===== config.mk =====
export PLATFORM = sky130hd
export DESIGN_NAME = sorted_deadline_timer_queue
export DESIGN_NICKNAME = d
export VERILOG_FILES = /design/src/sdtq_pkg.sv /design/src/sorted_deadline_timer_queue.sv /design/src/sdtq_cell.sv /design/src/sdtq_alloc.sv
export SDC_FILE = /design/constraint.sdc
export NUM_CORES = 2
export LEC_CHECK = 0
export BUFFER_PORTS_ARGS = -buffer_cell sky130_fd_sc_hd__buf_2
export CAP_MARGIN = 20
export CORE_ASPECT_RATIO = 0.9
export CORE_UTILIZATION = 48
export CTS_BUF_LIST = sky130_fd_sc_hd__clkbuf_2 sky130_fd_sc_hd__clkbuf_4 sky130_fd_sc_hd__clkbuf_8
export DETAILED_ROUTE_END_ITERATION = 10
export HOLD_SLACK_MARGIN = 0.08
export PLACE_DENSITY_LB_ADDON = 0.12
export SYNTH_ARGS = -nofsm -noshare
export SYNTH_HDL_FRONTEND = slang
export SYNTH_HIERARCHICAL = 1
export SYNTH_SLANG_ARGS = --single-unit

===== constraint.sdc =====
create_clock -name clk -period 11.35 [get_ports clk]
set_input_delay 3.405 -clock clk [delete_from_list [all_inputs] [get_ports clk]]
set_output_delay 3.405 -clock clk [all_outputs]
set_load 0.05 [all_outputs]

===== src/sdtq_pkg.sv =====
// Shared types and codes for the sorted deadline timer queue.
// Depends on nothing; used by the top level and by sdtq_cell.
`timescale 1ns / 1ps

package sdtq_pkg;

	// Most expired beats reported by one process request
	localparam int MAX_RESULTS = 32;
	localparam int CNT_W       = $clog2(MAX_RESULTS + 1);

	typedef enum logic [1:0] {
		OP_SCHEDULE = 2'd0,
		OP_CANCEL   = 2'd1,
		OP_PROCESS  = 2'd2,
		OP_QUERY    = 2'd3
	} op_t;

	typedef enum logic [2:0] {
		KIND_SCHEDULED = 3'd0,
		KIND_FULL      = 3'd1,
		KIND_CANCELLED = 3'd2,
		KIND_EXPIRED   = 3'd3,
		KIND_TIME_LEFT = 3'd4,
		KIND_EMPTY     = 3'd5
	} kind_t;

	typedef enum logic {
		ST_IDLE = 1'b0,
		ST_EXEC = 1'b1
	} state_t;

	// Command broadcast to every cell of the chain
	typedef struct packed {
		logic insert;
		logic remove;
		logic pop;
	} cell_cmd_t;

endpackage


===== src/sorted_deadline_timer_queue.sv =====
// Top level of the sorted deadline timer queue: control sequencer, allocator
// and the chain of cells. Depends on sdtq_pkg, sdtq_alloc and sdtq_cell.
`timescale 1ns / 1ps
//
// Usage
//   Requests arrive on the s_ channel: tuser carries the operation, tdata the
//   deadline, slot and current time. Results leave on the m_ channel with the
//   result kind in tuser and tlast on the final beat a request causes.
//   The pending timers sit in a chain of cells kept sorted by deadline, the
//   earliest in cell 0; every cell compares its deadline in parallel, so an
//   insert, cancel or pop shifts all entries behind the changed position by one place.
//   A request is taken in the idle state and executed in the execute state,
//   which waits while a result beat is still held in the output register.
//   Process emits one expired beat per cycle while the receiver takes them,
//   at most 32 per request. The sequencer holds one request at a time;
//   s_tready is high whenever it is idle, even while a result beat waits
//   in the output register.
//   When the receiver stalls, the held beat stays on m_ and execution waits;
//   no beat is dropped. Reset empties the chain and frees every slot; no
//   clearing pass is needed, the block is ready as soon as reset is released.
//
module sorted_deadline_timer_queue #(
	parameter int NUM_SLOTS = 32
) (
	input  logic        clk,
	input  logic        arst_n,
	input  logic        s_tvalid,
	output logic        s_tready,
	input  logic [71:0] s_tdata,   // deadline[31:0], slot[37:32], now[69:38], zero pad
	input  logic [1:0]  s_tuser,   // op
	output logic        m_tvalid,
	input  logic        m_tready,
	output logic [39:0] m_tdata,   // slot_id[4:0], remaining[36:5], zero pad
	output logic [2:0]  m_tuser,   // kind
	output logic        m_tlast
);

	localparam int SLOT_W = (NUM_SLOTS > 1) ? $clog2(NUM_SLOTS) : 1;

	sdtq_pkg::state_t state_q, state_d;

	// Request registers
	sdtq_pkg::op_t                 op_q;
	logic [31:0]                   deadline_q;
	logic [5:0]                    slot_q;
	logic [31:0]                   now_q;
	logic [sdtq_pkg::CNT_W-1:0]    cnt_q, cnt_d;

	// Output register
	logic                 out_valid_q;
	sdtq_pkg::kind_t      out_kind_q;
	logic [4:0]           out_id_q;
	logic [31:0]          out_rem_q;
	logic                 out_last_q;
	logic                 load;
	sdtq_pkg::kind_t      load_kind;
	logic [SLOT_W-1:0]    load_id;
	logic [31:0]          load_rem;
	logic                 load_last;
	logic [63:0]          load_id_wide;
	logic                 out_free;

	// Chain and allocator signals
	sdtq_pkg::cell_cmd_t   cmd;
	logic [31:0]           key;
	logic [NUM_SLOTS-1:0]  c_valid;
	logic [31:0]           c_dl [NUM_SLOTS];
	logic [SLOT_W-1:0]     c_id [NUM_SLOTS];
	logic [NUM_SLOTS-1:0]  c_le;
	logic [NUM_SLOTS-1:0]  c_shift;
	logic                  set_en;
	logic                  clr_en;
	logic [SLOT_W-1:0]     clr_idx;
	logic [SLOT_W-1:0]     free_idx;
	logic                  full;
	logic [NUM_SLOTS-1:0]  used;
	logic                  cancel_ok;
	logic                  head_due;
	logic                  more_due;

	assign out_free = !out_valid_q || m_tready;
	assign s_tready = (state_q == sdtq_pkg::ST_IDLE);
	assign key      = (op_q == sdtq_pkg::OP_SCHEDULE) ? deadline_q : now_q;

	// Allocator
	sdtq_alloc #(
		.NUM_SLOTS(NUM_SLOTS),
		.SLOT_W   (SLOT_W)
	) u_alloc (
		.clk     (clk),
		.arst_n  (arst_n),
		.set_en  (set_en),
		.clr_en  (clr_en),
		.clr_idx (clr_idx),
		.free_idx(free_idx),
		.full    (full),
		.used    (used)
	);

	// Sorted chain, cell 0 holds the earliest deadline
	for (genvar g = 0; g < NUM_SLOTS; g++) begin : g_cell
		logic              lv, rv, lle, shin;
		logic [31:0]       ldl, rdl;
		logic [SLOT_W-1:0] lid, rid;
		if (g == 0) begin : g_first
			assign lv   = 1'b0;
			assign ldl  = '0;
			assign lid  = '0;
			assign lle  = 1'b1;
			assign shin = 1'b0;
		end else begin : g_mid
			assign lv   = c_valid[g-1];
			assign ldl  = c_dl[g-1];
			assign lid  = c_id[g-1];
			assign lle  = c_le[g-1];
			assign shin = c_shift[g-1];
		end
		if (g == NUM_SLOTS - 1) begin : g_last
			assign rv  = 1'b0;
			assign rdl = '0;
			assign rid = '0;
		end else begin : g_inner
			assign rv  = c_valid[g+1];
			assign rdl = c_dl[g+1];
			assign rid = c_id[g+1];
		end
		sdtq_cell #(
			.SLOT_W(SLOT_W)
		) u_cell (
			.clk        (clk),
			.arst_n     (arst_n),
			.cmd        (cmd),
			.key        (key),
			.new_id     (free_idx),
			.match_id   (slot_q[SLOT_W-1:0]),
			.left_valid (lv),
			.left_dl    (ldl),
			.left_id    (lid),
			.left_le    (lle),
			.shift_in   (shin),
			.right_valid(rv),
			.right_dl   (rdl),
			.right_id   (rid),
			.valid      (c_valid[g]),
			.dl         (c_dl[g]),
			.id         (c_id[g]),
			.le         (c_le[g]),
			.shift_out  (c_shift[g])
		);
	end

	assign cancel_ok = ({1'b0, slot_q} < 7'(NUM_SLOTS)) && used[slot_q[SLOT_W-1:0]];
	assign head_due  = c_le[0] && (cnt_q < sdtq_pkg::CNT_W'(sdtq_pkg::MAX_RESULTS));
	assign more_due  = (NUM_SLOTS > 1) && c_le[NUM_SLOTS > 1 ? 1 : 0]
		&& (cnt_q < sdtq_pkg::CNT_W'(sdtq_pkg::MAX_RESULTS - 1));

	// Sequencer: next state, chain commands and result beat
	always_comb begin
		state_d   = state_q;
		cnt_d     = cnt_q;
		cmd       = '0;
		set_en    = 1'b0;
		clr_en    = 1'b0;
		clr_idx   = c_id[0];
		load      = 1'b0;
		load_kind = sdtq_pkg::KIND_EMPTY;
		load_id   = '0;
		load_rem  = '0;
		load_last = 1'b1;
		case (state_q)
			sdtq_pkg::ST_IDLE: begin
				cnt_d = '0;
				if (s_tvalid) begin
					state_d = sdtq_pkg::ST_EXEC;
				end
			end
			sdtq_pkg::ST_EXEC: begin
				case (op_q)
					sdtq_pkg::OP_SCHEDULE: begin
						if (out_free) begin
							load    = 1'b1;
							state_d = sdtq_pkg::ST_IDLE;
							if (full) begin
								load_kind = sdtq_pkg::KIND_FULL;
							end else begin
								cmd.insert = 1'b1;
								set_en     = 1'b1;
								load_kind  = sdtq_pkg::KIND_SCHEDULED;
								load_id    = free_idx;
							end
						end
					end
					sdtq_pkg::OP_CANCEL: begin
						if (!cancel_ok) begin
							state_d = sdtq_pkg::ST_IDLE;
						end else if (out_free) begin
							cmd.remove = 1'b1;
							clr_en     = 1'b1;
							clr_idx    = slot_q[SLOT_W-1:0];
							load       = 1'b1;
							load_kind  = sdtq_pkg::KIND_CANCELLED;
							load_id    = slot_q[SLOT_W-1:0];
							state_d    = sdtq_pkg::ST_IDLE;
						end
					end
					sdtq_pkg::OP_PROCESS: begin
						if (!head_due) begin
							state_d = sdtq_pkg::ST_IDLE;
						end else if (out_free) begin
							cmd.pop   = 1'b1;
							clr_en    = 1'b1;
							load      = 1'b1;
							load_kind = sdtq_pkg::KIND_EXPIRED;
							load_id   = c_id[0];
							load_last = !more_due;
							cnt_d     = cnt_q + 1'b1;
							if (!more_due) begin
								state_d = sdtq_pkg::ST_IDLE;
							end
						end
					end
					default: begin
						if (out_free) begin
							load    = 1'b1;
							state_d = sdtq_pkg::ST_IDLE;
							if (c_valid[0]) begin
								load_kind = sdtq_pkg::KIND_TIME_LEFT;
								load_rem  = (c_dl[0] > now_q) ? (c_dl[0] - now_q) : '0;
							end
						end
					end
				endcase
			end
			default: begin
				state_d = sdtq_pkg::ST_IDLE;
			end
		endcase
	end

	always_ff @(posedge clk or negedge arst_n) begin
		if (!arst_n) begin
			state_q <= sdtq_pkg::ST_IDLE;
			cnt_q   <= '0;
		end else begin
			state_q <= state_d;
			cnt_q   <= cnt_d;
		end
	end

	// Request capture
	always_ff @(posedge clk) begin
		if (s_tvalid && s_tready) begin
			op_q       <= sdtq_pkg::op_t'(s_tuser);
			deadline_q <= s_tdata[31:0];
			slot_q     <= s_tdata[37:32];
			now_q      <= s_tdata[69:38];
		end
	end

	// Output register
	assign load_id_wide = 64'(load_id);

	always_ff @(posedge clk or negedge arst_n) begin
		if (!arst_n) begin
			out_valid_q <= 1'b0;
		end else if (load) begin
			out_valid_q <= 1'b1;
		end else if (m_tready) begin
			out_valid_q <= 1'b0;
		end
	end

	always_ff @(posedge clk) begin
		if (load) begin
			out_kind_q <= load_kind;
			out_id_q   <= load_id_wide[4:0];
			out_rem_q  <= load_rem;
			out_last_q <= load_last;
		end
	end

	assign m_tvalid = out_valid_q;
	assign m_tdata  = {3'b000, out_rem_q, out_id_q};
	assign m_tuser  = out_kind_q;
	assign m_tlast  = out_last_q;

endmodule


===== src/sdtq_cell.sv =====
// One position of the sorted chain: a valid flag, a deadline and a slot id.
// Depends on sdtq_pkg for the command struct.
`timescale 1ns / 1ps

module sdtq_cell #(
	parameter int SLOT_W = 5
) (
	input  logic                  clk,
	input  logic                  arst_n,
	input  sdtq_pkg::cell_cmd_t   cmd,
	input  logic [31:0]           key,
	input  logic [SLOT_W-1:0]     new_id,
	input  logic [SLOT_W-1:0]     match_id,
	// left neighbour (earlier deadline)
	input  logic                  left_valid,
	input  logic [31:0]           left_dl,
	input  logic [SLOT_W-1:0]     left_id,
	input  logic                  left_le,
	input  logic                  shift_in,
	// right neighbour (later deadline)
	input  logic                  right_valid,
	input  logic [31:0]           right_dl,
	input  logic [SLOT_W-1:0]     right_id,
	output logic                  valid,
	output logic [31:0]           dl,
	output logic [SLOT_W-1:0]     id,
	output logic                  le,
	output logic                  shift_out
);

	logic              valid_q;
	logic [31:0]       dl_q;
	logic [SLOT_W-1:0] id_q;
	logic              match;
	logic              take_new;
	logic              take_left;
	logic              take_right;

	assign le        = valid_q && (dl_q <= key);
	assign match     = valid_q && (id_q == match_id);
	assign shift_out = shift_in || match;

	// Insert opens a gap at the first later entry; remove and pop close one
	always_comb begin
		take_new   = cmd.insert && !le && left_le;
		take_left  = cmd.insert && !le && !left_le;
		take_right = cmd.pop || (cmd.remove && shift_out);
	end

	always_ff @(posedge clk or negedge arst_n) begin
		if (!arst_n) begin
			valid_q <= 1'b0;
		end else if (take_new) begin
			valid_q <= 1'b1;
		end else if (take_left) begin
			valid_q <= left_valid;
		end else if (take_right) begin
			valid_q <= right_valid;
		end
	end

	always_ff @(posedge clk) begin
		if (take_new) begin
			dl_q <= key;
			id_q <= new_id;
		end else if (take_left) begin
			dl_q <= left_dl;
			id_q <= left_id;
		end else if (take_right) begin
			dl_q <= right_dl;
			id_q <= right_id;
		end
	end

	assign valid = valid_q;
	assign dl    = dl_q;
	assign id    = id_q;

endmodule


===== src/sdtq_alloc.sv =====
// Slot allocator: in-use flags and lowest-free-slot search.
// Self-contained; instantiated by the top level.
`timescale 1ns / 1ps

module sdtq_alloc #(
	parameter int NUM_SLOTS = 32,
	parameter int SLOT_W    = 5
) (
	input  logic                  clk,
	input  logic                  arst_n,
	input  logic                  set_en,
	input  logic                  clr_en,
	input  logic [SLOT_W-1:0]     clr_idx,
	output logic [SLOT_W-1:0]     free_idx,
	output logic                  full,
	output logic [NUM_SLOTS-1:0]  used
);

	logic [NUM_SLOTS-1:0] used_q;

	// Lowest clear flag wins
	always_comb begin
		free_idx = '0;
		for (int i = NUM_SLOTS - 1; i >= 0; i--) begin
			if (!used_q[i]) begin
				free_idx = SLOT_W'(i);
			end
		end
		full = &used_q;
	end

	always_ff @(posedge clk or negedge arst_n) begin
		if (!arst_n) begin
			used_q <= '0;
		end else begin
			if (set_en) begin
				used_q[free_idx] <= 1'b1;
			end
			if (clr_en) begin
				used_q[clr_idx] <= 1'b0;
			end
		end
	end

	assign used = used_q;

endmodule

==> impl_metrics.ini <==
[routing]
routed_via_density = 6.077
vias = 93000
antenna_violating_nets_remaining = 0
drt_wl_cell_um = 24.51
drt_wl_total_um = 375100
dr.pass1.iters = 6
drtIter0Drc = 8220
post-route-drc-count = 0

[placement]
numPlacedInstances = 14810
routabilityCongestion = 0.9196
dp_hpwl_um = 273400
placed_area_um2 = 122000
port_buffers = 118
pre_cts_ws_ns = 1.986

[final_layout]
finished_layout_cells = 15300
final.fill_count = 22270
drive_above_1_share = 0.2089
area.growth.synth_to_final_pct = 6.427
num-nets-final = 12920
final_cell_area_um2 = 127500
layout_common_cells = sky130_fd_sc_hd__edfxtp_1, sky130_fd_sc_hd__mux2i_1, sky130_fd_sc_hd__inv_1
layout.cells.most_common = sky130_fd_sc_hd__edfxtp_1

[setup_path]
regToRegStartpoint = slot_q[4]
worst-path-max-fanout = 37
reg2reg_to = g_cell[31].u_cell/dl[29]
crit_type = register to register
critPathCaptureType = register
start_kind = register
cp_data_arrival_time_ns = 10.18
critical-path-slowest-cell = sky130_fd_sc_hd__buf_4
critical_path.endpoint = g_cell[31].u_cell/dl[29]
cp_startpoint = slot_q[4]
cp.required_ns = 11.98
reg2reg_depth = 38
path_common_cell = sky130_fd_sc_hd__a31o_2
timing.reg2reg.setup_slack_ns = 1.80
crit_path_max_incr_delay_ns = 0.39

[sta]
max_freq_ghz = 0.1047
slew_headroom = 0.2623
final_worst_clock_skew_ns = 0.06625
worst_pin_slew_ns = 1.107
setup_tns_ns = 0
finalCritPeriodShare = 0.8414
timing.final.ws_setup_ns = 1.800
hold_viol = 0
timing.final.crit_period_ns = 9.550
rsz_0062_raised_after_global_routing = false
setup_viol_count_final = 0
timing.final.max_slew_violations = 0

[clocking]
ctsHoldBuffers = 0
worst_setup_hold_path_clk_slew_ns = 0.06
clock_latency_ns = 0.99
clock_sink_count = 1369
number_of_gates_given_a_new_drive_strength_after_cts = 0
cts_buffers = 278
root_buffer = sky130_fd_sc_hd__clkbuf_8
cts.path.max_buffers = 4
postCtsSetupBuffers = 0
cts_htree_levels = 5
cts_tree = built

[hold_path]
hp-class = register to register
hold-path-cell-count = 1

[synthesis]
synth.avg_cell_area_um2 = 10.28
syn-cell-area_um2 = 119800
syn_inst = 11660
ys.warnings.count = 6

[floorplanning]
fp.dieW_um = 528.6
initial_core_util = 0.4842
boundaryPins = 124
placeable_core_region_um2 = 247400
area_enclosed_by_the_die_boundary_um2 = 251600
placementRows = 173
die_h_um = 475.9

[grt]
grt_antenna_before_repair = 10
first_global_vias = 91350
globalRouteTotalUtil = 0.2902
grt_max_degree = 64
gr-total-overflow = 0
first_pass_grt_wire_length_um = 569800

[power]
seqPwrFrac = 0.319
netSwitchingFraction = 0.4051
power_frac_comb = 0.442
switching_power_mw = 8.704
report.power.total_mw = 21.49
cell_internal_power_mw = 12.78
cellLeakagePower_nw = 52.50
power.share.clock = 0.239
max-vdd-ir-drop_mv = 0.1062
power_per_cell_area_nw_per_um2 = 168.5

[outcome]
status = completed

[run]
cap_violations = 0
==> flip-flops by register name, indices dropped and copies added, names as in the netlist, 2 cells and up <==
name and cells:
cnt_q 6, deadline_q 32, g_cell.u_cell/dl 1024, g_cell.u_cell/id 160
g_cell.u_cell/valid 32, m_tuser 3, now_q 32, op_q 2
out_id_q 5, out_rem_q 32, slot_q 6, u_alloc/used 32
==> how the worst min path moves through the flow <==
stage,endpoint,from,slack [ns]
floorplan,cnt_q[5],cnt_q[5],0.47
global placement,cnt_q[5],cnt_q[5],0.52
detailed placement,cnt_q[5],cnt_q[5],0.53
CTS,cnt_q[5],cnt_q[5],0.54
global route,cnt_q[5],cnt_q[5],0.56
finish,cnt_q[5],cnt_q[5],0.54
==> area by class of cell <==
| class | instances | area (um2) | share of cell area |
|---|---|---|---|
| antenna | 6 | 15.01 | 0.0001178 |
| clock buffer | 390 | 4780 | 0.03749 |
| clock inverter | 84 | 490.5 | 0.003847 |
| inverter | 1171 | 4395 | 0.03448 |
| multi-input combinational | 8573 | 69890 | 0.5482 |
| sequential | 1369 | 40750 | 0.3196 |
| tap | 3325 | 4160 | 0.03263 |
| timing repair buffer | 385 | 3005 | 0.02357 |
==> through the flow <==
stage	hold WS, ns	util
floorplan	0.4695	-
global placement	0.5223	0.4926
detailed placement	0.5254	0.4931
CTS	0.5403	0.5144
global route	0.5565	0.5152
finish	0.5373	0.5153
==> worst max-delay path, delay by kind of cell, from the launching register on <==
kind	cells	cell delay, ns
AOI/OAI and AO/OA	33	7.75
buffers and inverters	2	0.69
DFF	1	0.33
xor gates and xnor gates	1	0.19
and+or+nand+nor	2	0.17
==> power by group through the flow <==
stage | Sequential (mW) | Combinational, mW | Clock [mW]
finish | 6.85 | 9.50 | 5.14
detailed placement | 6.93 | 9.34 | 0
CTS | 6.84 | 9.37 | 5.27
floorplan | 6.79 | 7.40 | 0
global route | 6.90 | 10.3 | 5.45
global placement | 6.92 | 9.06 | 0
==> routing by layer <==
metal  track usage  part of all wire  vias to the layer above
met5             0          0.000091                        -
met4        0.1037             0.036                        6
met3       0.04067             0.073                      597
met2        0.4289              0.42                     3453
met1        0.4282              0.47                    45460
li1              -                 -                    43490
Note: power is estimated with default switching activity, not from simulation.
